<file path="src/rtl/bld_pkg.sv">
// Shared types, constants and register codes for the battery level debouncer.
package bld_pkg;

  localparam int unsigned LevelW  = 3;
  localparam int unsigned ThreshW = 14;
  localparam int unsigned LimitW  = 8;
  localparam int unsigned CfgIdxW = 3;
  localparam int unsigned AdcW    = 8;

  localparam logic [ThreshW-1:0] ThreshOneRst   = 14'd6800;
  localparam logic [ThreshW-1:0] ThreshTwoRst   = 14'd7200;
  localparam logic [ThreshW-1:0] ThreshThreeRst = 14'd7400;
  localparam logic [ThreshW-1:0] ThreshFourRst  = 14'd7800;
  localparam logic [LimitW-1:0]  ConfirmRst     = 8'd255;
  localparam logic [ThreshW-1:0] ScaleFactor    = 14'd10;

  typedef logic [LevelW-1:0] level_t;

  localparam level_t LvlZero  = 3'd0;
  localparam level_t LvlOne   = 3'd1;
  localparam level_t LvlTwo   = 3'd2;
  localparam level_t LvlThree = 3'd3;
  localparam level_t LvlFour  = 3'd4;

  typedef enum logic [CfgIdxW-1:0] {
    CfgThreshOne   = 3'd0,
    CfgThreshTwo   = 3'd1,
    CfgThreshThree = 3'd2,
    CfgThreshFour  = 3'd3,
    CfgConfirm     = 3'd4
  } cfg_idx_e;

  typedef struct packed {
    logic [ThreshW-1:0] thresh_one;
    logic [ThreshW-1:0] thresh_two;
    logic [ThreshW-1:0] thresh_three;
    logic [ThreshW-1:0] thresh_four;
    logic [LimitW-1:0]  confirm_limit;
  } cfg_t;

endpackage

</file>
<file path="src/rtl/bld_cfg.sv">
// Configuration register file: thresholds and confirm limit.
module bld_cfg (
  input  logic                         clk_i,
  input  logic                         rst_ni,
  input  logic                         cfg_valid_i,
  output logic                         cfg_ready_o,
  input  logic [bld_pkg::CfgIdxW-1:0]  cfg_index_i,
  input  logic [bld_pkg::ThreshW-1:0]  cfg_data_i,
  output bld_pkg::cfg_t                cfg_o
);
  import bld_pkg::*;

  cfg_t cfg_q;

  assign cfg_ready_o = 1'b1;
  assign cfg_o       = cfg_q;

  always_ff @(posedge clk_i or negedge rst_ni) begin
    if (!rst_ni) begin
      cfg_q.thresh_one    <= ThreshOneRst;
      cfg_q.thresh_two    <= ThreshTwoRst;
      cfg_q.thresh_three  <= ThreshThreeRst;
      cfg_q.thresh_four   <= ThreshFourRst;
      cfg_q.confirm_limit <= ConfirmRst;
    end else if (cfg_valid_i && cfg_ready_o) begin
      unique case (cfg_index_i)
        CfgThreshOne:   cfg_q.thresh_one    <= cfg_data_i;
        CfgThreshTwo:   cfg_q.thresh_two    <= cfg_data_i;
        CfgThreshThree: cfg_q.thresh_three  <= cfg_data_i;
        CfgThreshFour:  cfg_q.thresh_four   <= cfg_data_i;
        CfgConfirm:     cfg_q.confirm_limit <= cfg_data_i[LimitW-1:0];
        default: ;
      endcase
    end
  end

endmodule

</file>
<file path="src/rtl/bld_classify.sv">
// Scales one converter reading and maps it to a raw level against the thresholds.
module bld_classify (
  input  logic [bld_pkg::AdcW-1:0] adc_high_i,
  input  logic [bld_pkg::AdcW-1:0] adc_low_i,
  input  logic                     read_ok_i,
  input  bld_pkg::cfg_t            cfg_i,
  output bld_pkg::level_t          raw_level_o
);
  import bld_pkg::*;

  logic [AdcW+2:0]    code_p1;
  logic [ThreshW-1:0] scaled;

  assign code_p1 = {1'b0, adc_high_i, adc_low_i[AdcW-1 -: 2]} + (AdcW+3)'(1);
  assign scaled  = ThreshW'(code_p1) * ScaleFactor;

  always_comb begin
    if (!read_ok_i) begin
      raw_level_o = LvlZero;
    end else if (scaled < cfg_i.thresh_one) begin
      raw_level_o = LvlZero;
    end else if (scaled < cfg_i.thresh_two) begin
      raw_level_o = LvlOne;
    end else if (scaled < cfg_i.thresh_three) begin
      raw_level_o = LvlTwo;
    end else if (scaled < cfg_i.thresh_four) begin
      raw_level_o = LvlThree;
    end else begin
      raw_level_o = LvlFour;
    end
  end

endmodule

</file>
<file path="src/rtl/bld_debounce.sv">
// Debounce state: stable level, candidate level and agreement counter.
module bld_debounce (
  input  logic                        clk_i,
  input  logic                        rst_ni,
  input  logic                        advance_i,
  input  bld_pkg::level_t             raw_level_i,
  input  logic [bld_pkg::LimitW-1:0]  confirm_limit_i,
  output bld_pkg::level_t             level_d_o
);
  import bld_pkg::*;

  level_t            stable_q, stable_d;
  level_t            cand_q;
  logic [LimitW-1:0] agree_q, agree_d;
  logic [LimitW:0]   agree_inc;

  assign agree_inc = {1'b0, agree_q} + (LimitW+1)'(1);

  always_comb begin
    stable_d = stable_q;
    agree_d  = '0;
    if (cand_q != stable_q && cand_q == raw_level_i) begin
      if (agree_inc >= {1'b0, confirm_limit_i}) begin
        stable_d = cand_q;
      end else begin
        agree_d = agree_inc[LimitW-1:0];
      end
    end
  end

  assign level_d_o = stable_d;

  always_ff @(posedge clk_i or negedge rst_ni) begin
    if (!rst_ni) begin
      stable_q <= LvlZero;
      cand_q   <= LvlZero;
      agree_q  <= '0;
    end else if (advance_i) begin
      stable_q <= stable_d;
      cand_q   <= raw_level_i;
      agree_q  <= agree_d;
    end
  end

endmodule

</file>
<file path="src/rtl/battery_level_debouncer.sv">
// Top level of the battery level debouncer: input register, classify, debounce, result register.
//
//   channel  direction  handshake                  payload
//   in       sink       in_valid_i / in_stall_o    adc_high_i, adc_low_i, read_ok_i
//   out      source     out_valid_o / out_stall_i  level_o, raw_level_o
//   cfg      sink       cfg_valid_i / cfg_ready_o  cfg_index_i, cfg_data_i
//
// One reading per cycle unless the result stalls; the input register feeds the result register.
// The path from the input register to the result register holds the scale, the four
// threshold compares and the debounce update. Reset clears the debounce state and loads
// the default thresholds. A stalled result holds both stages; the input register still
// takes a reading while empty or draining, so one reading can wait behind a stalled result.
module battery_level_debouncer (
  input  logic                         clk_i,
  input  logic                         rst_ni,
  input  logic                         in_valid_i,
  output logic                         in_stall_o,
  input  logic [bld_pkg::AdcW-1:0]     adc_high_i,
  input  logic [bld_pkg::AdcW-1:0]     adc_low_i,
  input  logic                         read_ok_i,
  output logic                         out_valid_o,
  input  logic                         out_stall_i,
  output bld_pkg::level_t              level_o,
  output bld_pkg::level_t              raw_level_o,
  input  logic                         cfg_valid_i,
  output logic                         cfg_ready_o,
  input  logic [bld_pkg::CfgIdxW-1:0]  cfg_index_i,
  input  logic [bld_pkg::ThreshW-1:0]  cfg_data_i
);
  import bld_pkg::*;

  cfg_t            cfg;
  logic            s1_valid_q;
  logic [AdcW-1:0] s1_high_q, s1_low_q;
  logic            s1_ok_q;
  logic            out_free, s1_free, s1_advance;
  level_t          raw_level, level_d;
  level_t          level_q, raw_level_q;
  logic            out_valid_q;

  assign out_free   = !out_valid_q || !out_stall_i;
  assign s1_advance = s1_valid_q && out_free;
  assign s1_free    = !s1_valid_q || out_free;
  assign in_stall_o = !s1_free;

  bld_cfg u_cfg (
    .clk_i       (clk_i),
    .rst_ni      (rst_ni),
    .cfg_valid_i (cfg_valid_i),
    .cfg_ready_o (cfg_ready_o),
    .cfg_index_i (cfg_index_i),
    .cfg_data_i  (cfg_data_i),
    .cfg_o       (cfg)
  );

  bld_classify u_classify (
    .adc_high_i  (s1_high_q),
    .adc_low_i   (s1_low_q),
    .read_ok_i   (s1_ok_q),
    .cfg_i       (cfg),
    .raw_level_o (raw_level)
  );

  bld_debounce u_debounce (
    .clk_i           (clk_i),
    .rst_ni          (rst_ni),
    .advance_i       (s1_advance),
    .raw_level_i     (raw_level),
    .confirm_limit_i (cfg.confirm_limit),
    .level_d_o       (level_d)
  );

  always_ff @(posedge clk_i or negedge rst_ni) begin
    if (!rst_ni) begin
      s1_valid_q <= 1'b0;
    end else if (s1_free) begin
      s1_valid_q <= in_valid_i;
    end
  end

  always_ff @(posedge clk_i) begin
    if (s1_free && in_valid_i) begin
      s1_high_q <= adc_high_i;
      s1_low_q  <= adc_low_i;
      s1_ok_q   <= read_ok_i;
    end
  end

  always_ff @(posedge clk_i or negedge rst_ni) begin
    if (!rst_ni) begin
      out_valid_q <= 1'b0;
    end else if (out_free) begin
      out_valid_q <= s1_valid_q;
    end
  end

  always_ff @(posedge clk_i) begin
    if (s1_advance) begin
      level_q     <= level_d;
      raw_level_q <= raw_level;
    end
  end

  assign out_valid_o = out_valid_q;
  assign level_o     = level_q;
  assign raw_level_o = raw_level_q;

  a_level_range: assert property (@(posedge clk_i) disable iff (!rst_ni)
    out_valid_o |-> (level_o <= LvlFour && raw_level_o <= LvlFour))
    else $error("result level out of range");

  a_failed_read: assert property (@(posedge clk_i) disable iff (!rst_ni)
    (s1_advance && !s1_ok_q) |=> (raw_level_o == LvlZero))
    else $error("failed read did not give raw level zero");

  a_commit_agrees: assert property (@(posedge clk_i) disable iff (!rst_ni)
    (out_valid_o && $past(out_valid_o) && !$stable(level_o)) |-> (raw_level_o == level_o))
    else $error("level changed without an agreeing reading");

  a_hold_on_stall: assert property (@(posedge clk_i) disable iff (!rst_ni)
    (s1_valid_q && !s1_advance) |=> (s1_valid_q && $stable(s1_high_q) && $stable(s1_ok_q)))
    else $error("waiting reading lost while result stalled");

endmodule
</file>
<file path="config.mk">
export PLATFORM = sky130hd
export DESIGN_NAME = battery_level_debouncer
export DESIGN_NICKNAME = d
export VERILOG_FILES = /design/src/rtl/bld_pkg.sv /design/src/rtl/bld_cfg.sv /design/src/rtl/bld_classify.sv /design/src/rtl/bld_debounce.sv /design/src/rtl/battery_level_debouncer.sv
export SDC_FILE = /design/constraint.sdc
export NUM_CORES = 1
export LEC_CHECK = 0
export ABC_AREA = 1
export BUFFER_PORTS_ARGS = -buffer_cell sky130_fd_sc_hd__buf_2
export CAP_MARGIN = 20
export CORE_MARGIN = 1
export CORE_UTILIZATION = 35
export DETAILED_ROUTE_END_ITERATION = 7
export PLACE_DENSITY = 0.51
export REMOVE_ABC_BUFFERS = 1
export SLEW_MARGIN = 10
export SYNTH_ARGS = -nofsm -noshare
export SYNTH_HDL_FRONTEND = slang
export SYNTH_HIERARCHICAL = 1
export SYNTH_SLANG_ARGS = --single-unit
</file>
<file path="constraint.sdc">
create_clock -name clk_i -period 8.3 [get_ports clk_i]
set_clock_uncertainty 0.15 [all_clocks]
set_input_delay 1.245 -clock clk_i [delete_from_list [all_inputs] [get_ports clk_i]]
set_output_delay 1.245 -clock clk_i [all_outputs]
set_load 0.01 [all_outputs]
</file>
## Word level (Yosys, flattened, before mapping)

Index checks and enable logic that the tools add are counted.

| word-level totals | value |
|---|---|
| word-level logic and storage cells | 53 |
| flip-flop bits (word level) | 103 |

| operators by class | value |
|---|---|
| reduce and logical (&&, ||, !) cells | 15 |
| equality and inequality tests | 6 |
| order comparisons | 5 |
| mux-type cells | 9 |
| multiply operators | 1 |
| $add $sub $neg | 2 |

Operators with widths:

| kind | count |
|---|---|
| 14-bit < comparator | 4 |
| 3-bit two-way mux | 7 |
| 8-bit two-way mux | 2 |
| 11-bit by 3-bit multiplier with 13-bit output (second input constant) | 1 |
| 10-bit by 1-bit adder with 11-bit output (second input constant) | 1 |
| 2-bit AND reduction | 5 |
| 8-bit by 1-bit adder with 9-bit output (second input constant) | 1 |
| 9-bit by 8-bit >= comparator with 1-bit output | 1 |
| 3-bit by 2-bit == test with 1-bit output (second input constant) | 2 |
| 1-bit zero test | 4 |
| 3-bit by 1-bit == test with 1-bit output (second input constant) | 1 |
| 3-bit == test | 1 |
| 3-bit == test (second input constant) | 1 |
| 1-bit logical AND | 3 |
| 3-bit zero test | 1 |
| 3-bit inequality test | 1 |
| 1-bit logical OR | 2 |

## Longest topological paths before layout

| logic depth | value |
|---|---|
| word-level depth | 11 |
| mapped depth | 33 |

## Cells and area by module

The synthesis kept the hierarchy.

Modules (own cells, without submodules):

| module | cells each | area each (sq um) | sequential area each (sq um) | instances |
|---|---|---|---|---|
| bld_cfg | 290 | 2615.0 | 1641.6 | 1 |
| bld_classify | 338 | 2120.8 | 0.0 | 1 |
| bld_debounce | 139 | 1071.0 | 350.3 | 1 |
| battery_level_debouncer | 35 | 785.8 | 740.7 | 1 |

## Least setup slack after synthesis

Ideal clock, no wire load.

| timing path | value |
|---|---|
| path kind | flip-flop to flip-flop |
| from | register s1_high_q[0] |
| to | register level_q[0] (netlist: level_o[0]), data pin |
| library setup time | 255 ps |
| data required time | 7895 ps |
| setup slack | 3734 ps |
| cell stages (with the launch flop) | 32 |
| arrival | 4161 ps |
| buffers on the path | 1 |
| clock period less this slack | 4566 ps |
| cells stage by stage | edfxtp_1 > nand3_1 > nor2_1 > nand3_1 > xor2_1 > ha_1 > ha_1 > a21o_1 > nand2_1 > nand2_1 > a21oi_1 > nand3_1 > nand2_1 > nand2_1 > ha_1 > nand2_1 > nor2_1 > nand3_1 > nor2_1 > nand2_1 > nand2_1 > nand3_1 > nor2_1 > inv_1 > nand2_1 > o21ai_0 > nor2_1 > nand2_1 > a31oi_4 > buf_6 > nand3_1 > and2_1 |

| on the way | value |
|---|---|
| longest elaborated chain between the ends | 11 |

Ends and longest elaborated chain:

| what | RTL line | RTL |
|---|---|---|
| start: declaration | battery_level_debouncer.sv:34 | `logic [AdcW-1:0] s1_high_q, s1_low_q;` |
| start signal: assignment | battery_level_debouncer.sv:83 | `s1_high_q <= adc_high_i;` |
| 10-bit by 1-bit adder with 11-bit output * | bld_classify.sv:14 | `assign code_p1 = {1'b0, adc_high_i, adc_low_i[AdcW-1 -: 2]} + (AdcW+3)'(1);` |
| 11-bit by 3-bit multiplier with 13-bit output * | bld_classify.sv:15 | `assign scaled = ThreshW'(code_p1) * ScaleFactor;` |
| 14-bit < comparator | bld_classify.sv:26 | `end else if (scaled < cfg_i.thresh_four) begin` |
| 3-bit two-way mux | bld_classify.sv:26 |  |
| 3-bit two-way mux | bld_classify.sv:24 | `end else if (scaled < cfg_i.thresh_three) begin` |
| 3-bit two-way mux | bld_classify.sv:22 | `end else if (scaled < cfg_i.thresh_two) begin` |
| 3-bit two-way mux * | bld_classify.sv:20 | `end else if (scaled < cfg_i.thresh_one) begin` |
| 3-bit two-way mux * | bld_classify.sv:18 | `if (!read_ok_i) begin` |
| net raw_level[2] | battery_level_debouncer.sv:37 | `level_t raw_level, level_d;` |
| 3-bit == test * | bld_debounce.sv:22 | `if (cand_q != stable_q && cand_q == raw_level_i) begin` |
| 1-bit logical AND * | bld_debounce.sv:22 |  |
| 3-bit two-way mux * | bld_debounce.sv:22 |  |
| net level_d[0] | battery_level_debouncer.sv:37 |  |
| end signal: assignment | battery_level_debouncer.sv:99 | `level_q <= level_d;` |
| end: declaration | battery_level_debouncer.sv:38 | `level_t level_q, raw_level_q;` |

Mark *: on every way through the listed nets, which the timed path passes. The rest lies on a longest branch.
A chain may end at the register's enable or synchronous reset.

## Final worst setup path

Ends and elaborated chain as after synthesis.

==> impl_metrics.env <==
export IMPL_outcome="complete, no violations"
export IMPL_syn_area_per_cell_um2=8.056
export IMPL_cp_required_ps=8260
export IMPL_pwr_share_seq=0.373
export IMPL_grt_setup_unrepaired="no"
export IMPL_final_util=0.3995
export IMPL_layout_drive_gt1_share=0.1430
export IMPL_drt_initial_drc_count=235
export IMPL_route_detailed_drc=0
export IMPL_fp_coreArea_um2=17960
export IMPL_cp_arrival_ps=5450
export IMPL_timing_rr_start="s1_high_q[0]$_DFFE_PP_"
export IMPL_postSynthCellCount=796
export IMPL_cts_setup_buffers=0
export IMPL_port_buffers=40
export IMPL_powerDensity_nw_per_um2=241.6
export IMPL_vdd_drop_max_v=0.00009704
export IMPL_diodes=0
export IMPL_h_tree_depth=3
export IMPL_clock_sinks=97
export IMPL_clkTransAtPathRegs_ps=70
export IMPL_min_from="u_cfg/cfg_o[46]$_DFFE_PN1P_"
export IMPL_firstDrtPassIters=4
export IMPL_crit_path_end_kind="register"
export IMPL_min_path_type="reg2reg"
export IMPL_cts_path_max_buffers=2
export IMPL_antenna_left=0
export IMPL_num_io_pins=48
export IMPL_p_switching_uw=632.5
export IMPL_path_common_cell="nand2_1"
export IMPL_gp_congestion=0.7706
export IMPL_maxSlewHeadroom=0.5663
export IMPL_worst_slew_pin_transition_ps=648.9
export IMPL_hold_end="u_cfg/cfg_o[46]$_DFFE_PN1P_"
export IMPL_grt_overflow_total=0
export IMPL_clock_fmax_mhz=182.2
export IMPL_post_cts_resize_count=0
export IMPL_startpoint_type="register"
export IMPL_grt_max_degree=77
export IMPL_period_needed_ps=5487
export IMPL_max_cap_viol_count=0
export IMPL_internal_power_mw=1.101
export IMPL_crit_fanout=12
export IMPL_wl_per_cell_um=13.66
export IMPL_clkPwrFrac=0.263
export IMPL_final_max_slew_viol_count=0
export IMPL_p_sw_frac=0.3648
export IMPL_hold_viol=0
export IMPL_start_util=0.3570
export IMPL_cts_buffers_inserted=9
export IMPL_setup_tns_ps=0
export IMPL_die_area_um2=18870
export IMPL_synth_cell_area_um2=6412
export IMPL_nNetsFinal=953
export IMPL_r2r_end="level_o[0]$_DFFE_PP_"
export IMPL_hold_depth=2
export IMPL_area_growth_pct=11.92
export IMPL_vias=4890
export IMPL_root_buffer="clkbuf_16"
export IMPL_grt_pass1_wl_um=23870
export IMPL_vias_per_cell=4.579
export IMPL_drt_wl_total_um=14580
export IMPL_fin_crit_sh=0.6611
export IMPL_fp_dieW_um=137.4
export IMPL_cts_hold_buffers_added=0
export IMPL_insertion_delay_ps=350
export IMPL_leakagePower_nw=3.782
export IMPL_setup_worst_path_class="reg2reg"
export IMPL_cts_tree="yes"
export IMPL_grt_pass1_vias=4588
export IMPL_grt_usage=0.1675
export IMPL_reg2reg_depth=28
export IMPL_max_stage_delay_ps=450
export IMPL_p_total_mw=1.734
export IMPL_p_comb_frac=0.365
export IMPL_ys_warnings_count=6
export IMPL_dpl_hpwl_um=10260
export IMPL_fp_row_count=49
export IMPL_slowest_stage="edfxtp_1"
export IMPL_finalSetupViolCount=0
export IMPL_reg2reg_slack_ps=2810
export IMPL_grt_antenna_before_repair=0
export IMPL_dieHeight_um=137.4
worst max-delay path by stage:
stage | start | end | cells after the start
floorplan | s1_high_q[0]$_DFFE_PP_ | level_o[0]$_DFFE_PP_ | 30
detailed placement | s1_high_q[0]$_DFFE_PP_ | level_o[0]$_DFFE_PP_ | 28
global route | s1_high_q[0]$_DFFE_PP_ | level_o[0]$_DFFE_PP_ | 28
CTS | s1_high_q[0]$_DFFE_PP_ | level_o[0]$_DFFE_PP_ | 28
finish | s1_high_q[0]$_DFFE_PP_ | level_o[0]$_DFFE_PP_ | 28
global placement | s1_high_q[0]$_DFFE_PP_ | level_o[0]$_DFFE_PP_ | 30
layout by cell type, fill, tap and decap left out, types with 5 or more instances in the layout:
cell type  count
xnor2_1        6
buf_2         39
dfstp_2       32
dfrtp_1       48
edfxtp_1      17
a21oi_1       23
xor2_1        20
o21bai_1       5
buf_4          5
ha_1          79
nor2_1        31
inv_2          7
o21ai_0       13
nor2_4         5
o22ai_1        6
nand2_1      257
inv_1        116
nand3_1       82
clkbuf_16      9
sequential cells by signal, summed over array words and instances, names as in the netlist:
register / count
raw_level_o: 3
s1_high_q: 8
s1_low_q: 2
u_debounce/stable_q: 3
u_cfg/cfg_o: 64
level_o: 3
out_valid_o: 1
s1_ok_q: 1
u_debounce/agree_q: 8
s1_valid_q: 1
u_debounce/cand_q: 3
through the flow:
step	hold slack, ps	setup slack [ps]	instance area (µm²)	instances
2_1_floorplan	291.9	3733	6307	778
3_3_place_gp	300.6	2831	6830	1051
3_5_place_dp	303.2	2791	6830	1051
4_1_cts	314.2	2754	7149	1067
5_1_grt	326.2	2191	7177	1068
6_report	311.2	2813	7177	1068
worst max-delay path: cells and delay by family, from the launching register on:
family / cells / cell delay (ps)
AND/OR/NAND/NOR: 19 / 2140
AO/OA/AOI/OAI: 5 / 1320
adder cells (fa/ha/maj): 3 / 980
flip-flops: 1 / 450
XOR/XNOR: 1 / 220
power by group through the flow:
stage               combinational, mW  clock [mW]  sequential [mW]
floorplan                       0.469           0            0.646
global placement                0.630           0            0.653
detailed placement              0.635           0            0.654
CTS                             0.640       0.471            0.647
global route                    0.750       0.487            0.658
finish                          0.632       0.456            0.646
area by class of cell:
type                            count  area [µm²]
Tap cell                          229       286.5
Fill cell                        1868       10790
Multi-Input combinational cell    558        3297
Sequential cell                    97        2552
Clock buffer                        9       225.2
Clock inverter                      7       93.84
Timing Repair Buffer               45       260.3
Inverter                          123       461.7
metal layers:
| metal | vias to the layer above | track usage | part of all wire |
|---|---|---|---|
| met2 | 68 | 0.2382 | 0.40 |
| li1 | 2603 | - | - |
| met4 | 0 | 0.04945 | 0.013 |
| met5 | - | 0 | 0 |
| met3 | 12 | 0.02796 | 0.034 |
| met1 | 2207 | 0.2553 | 0.56 |
Note: power is estimated with default switching activity, not from simulation.
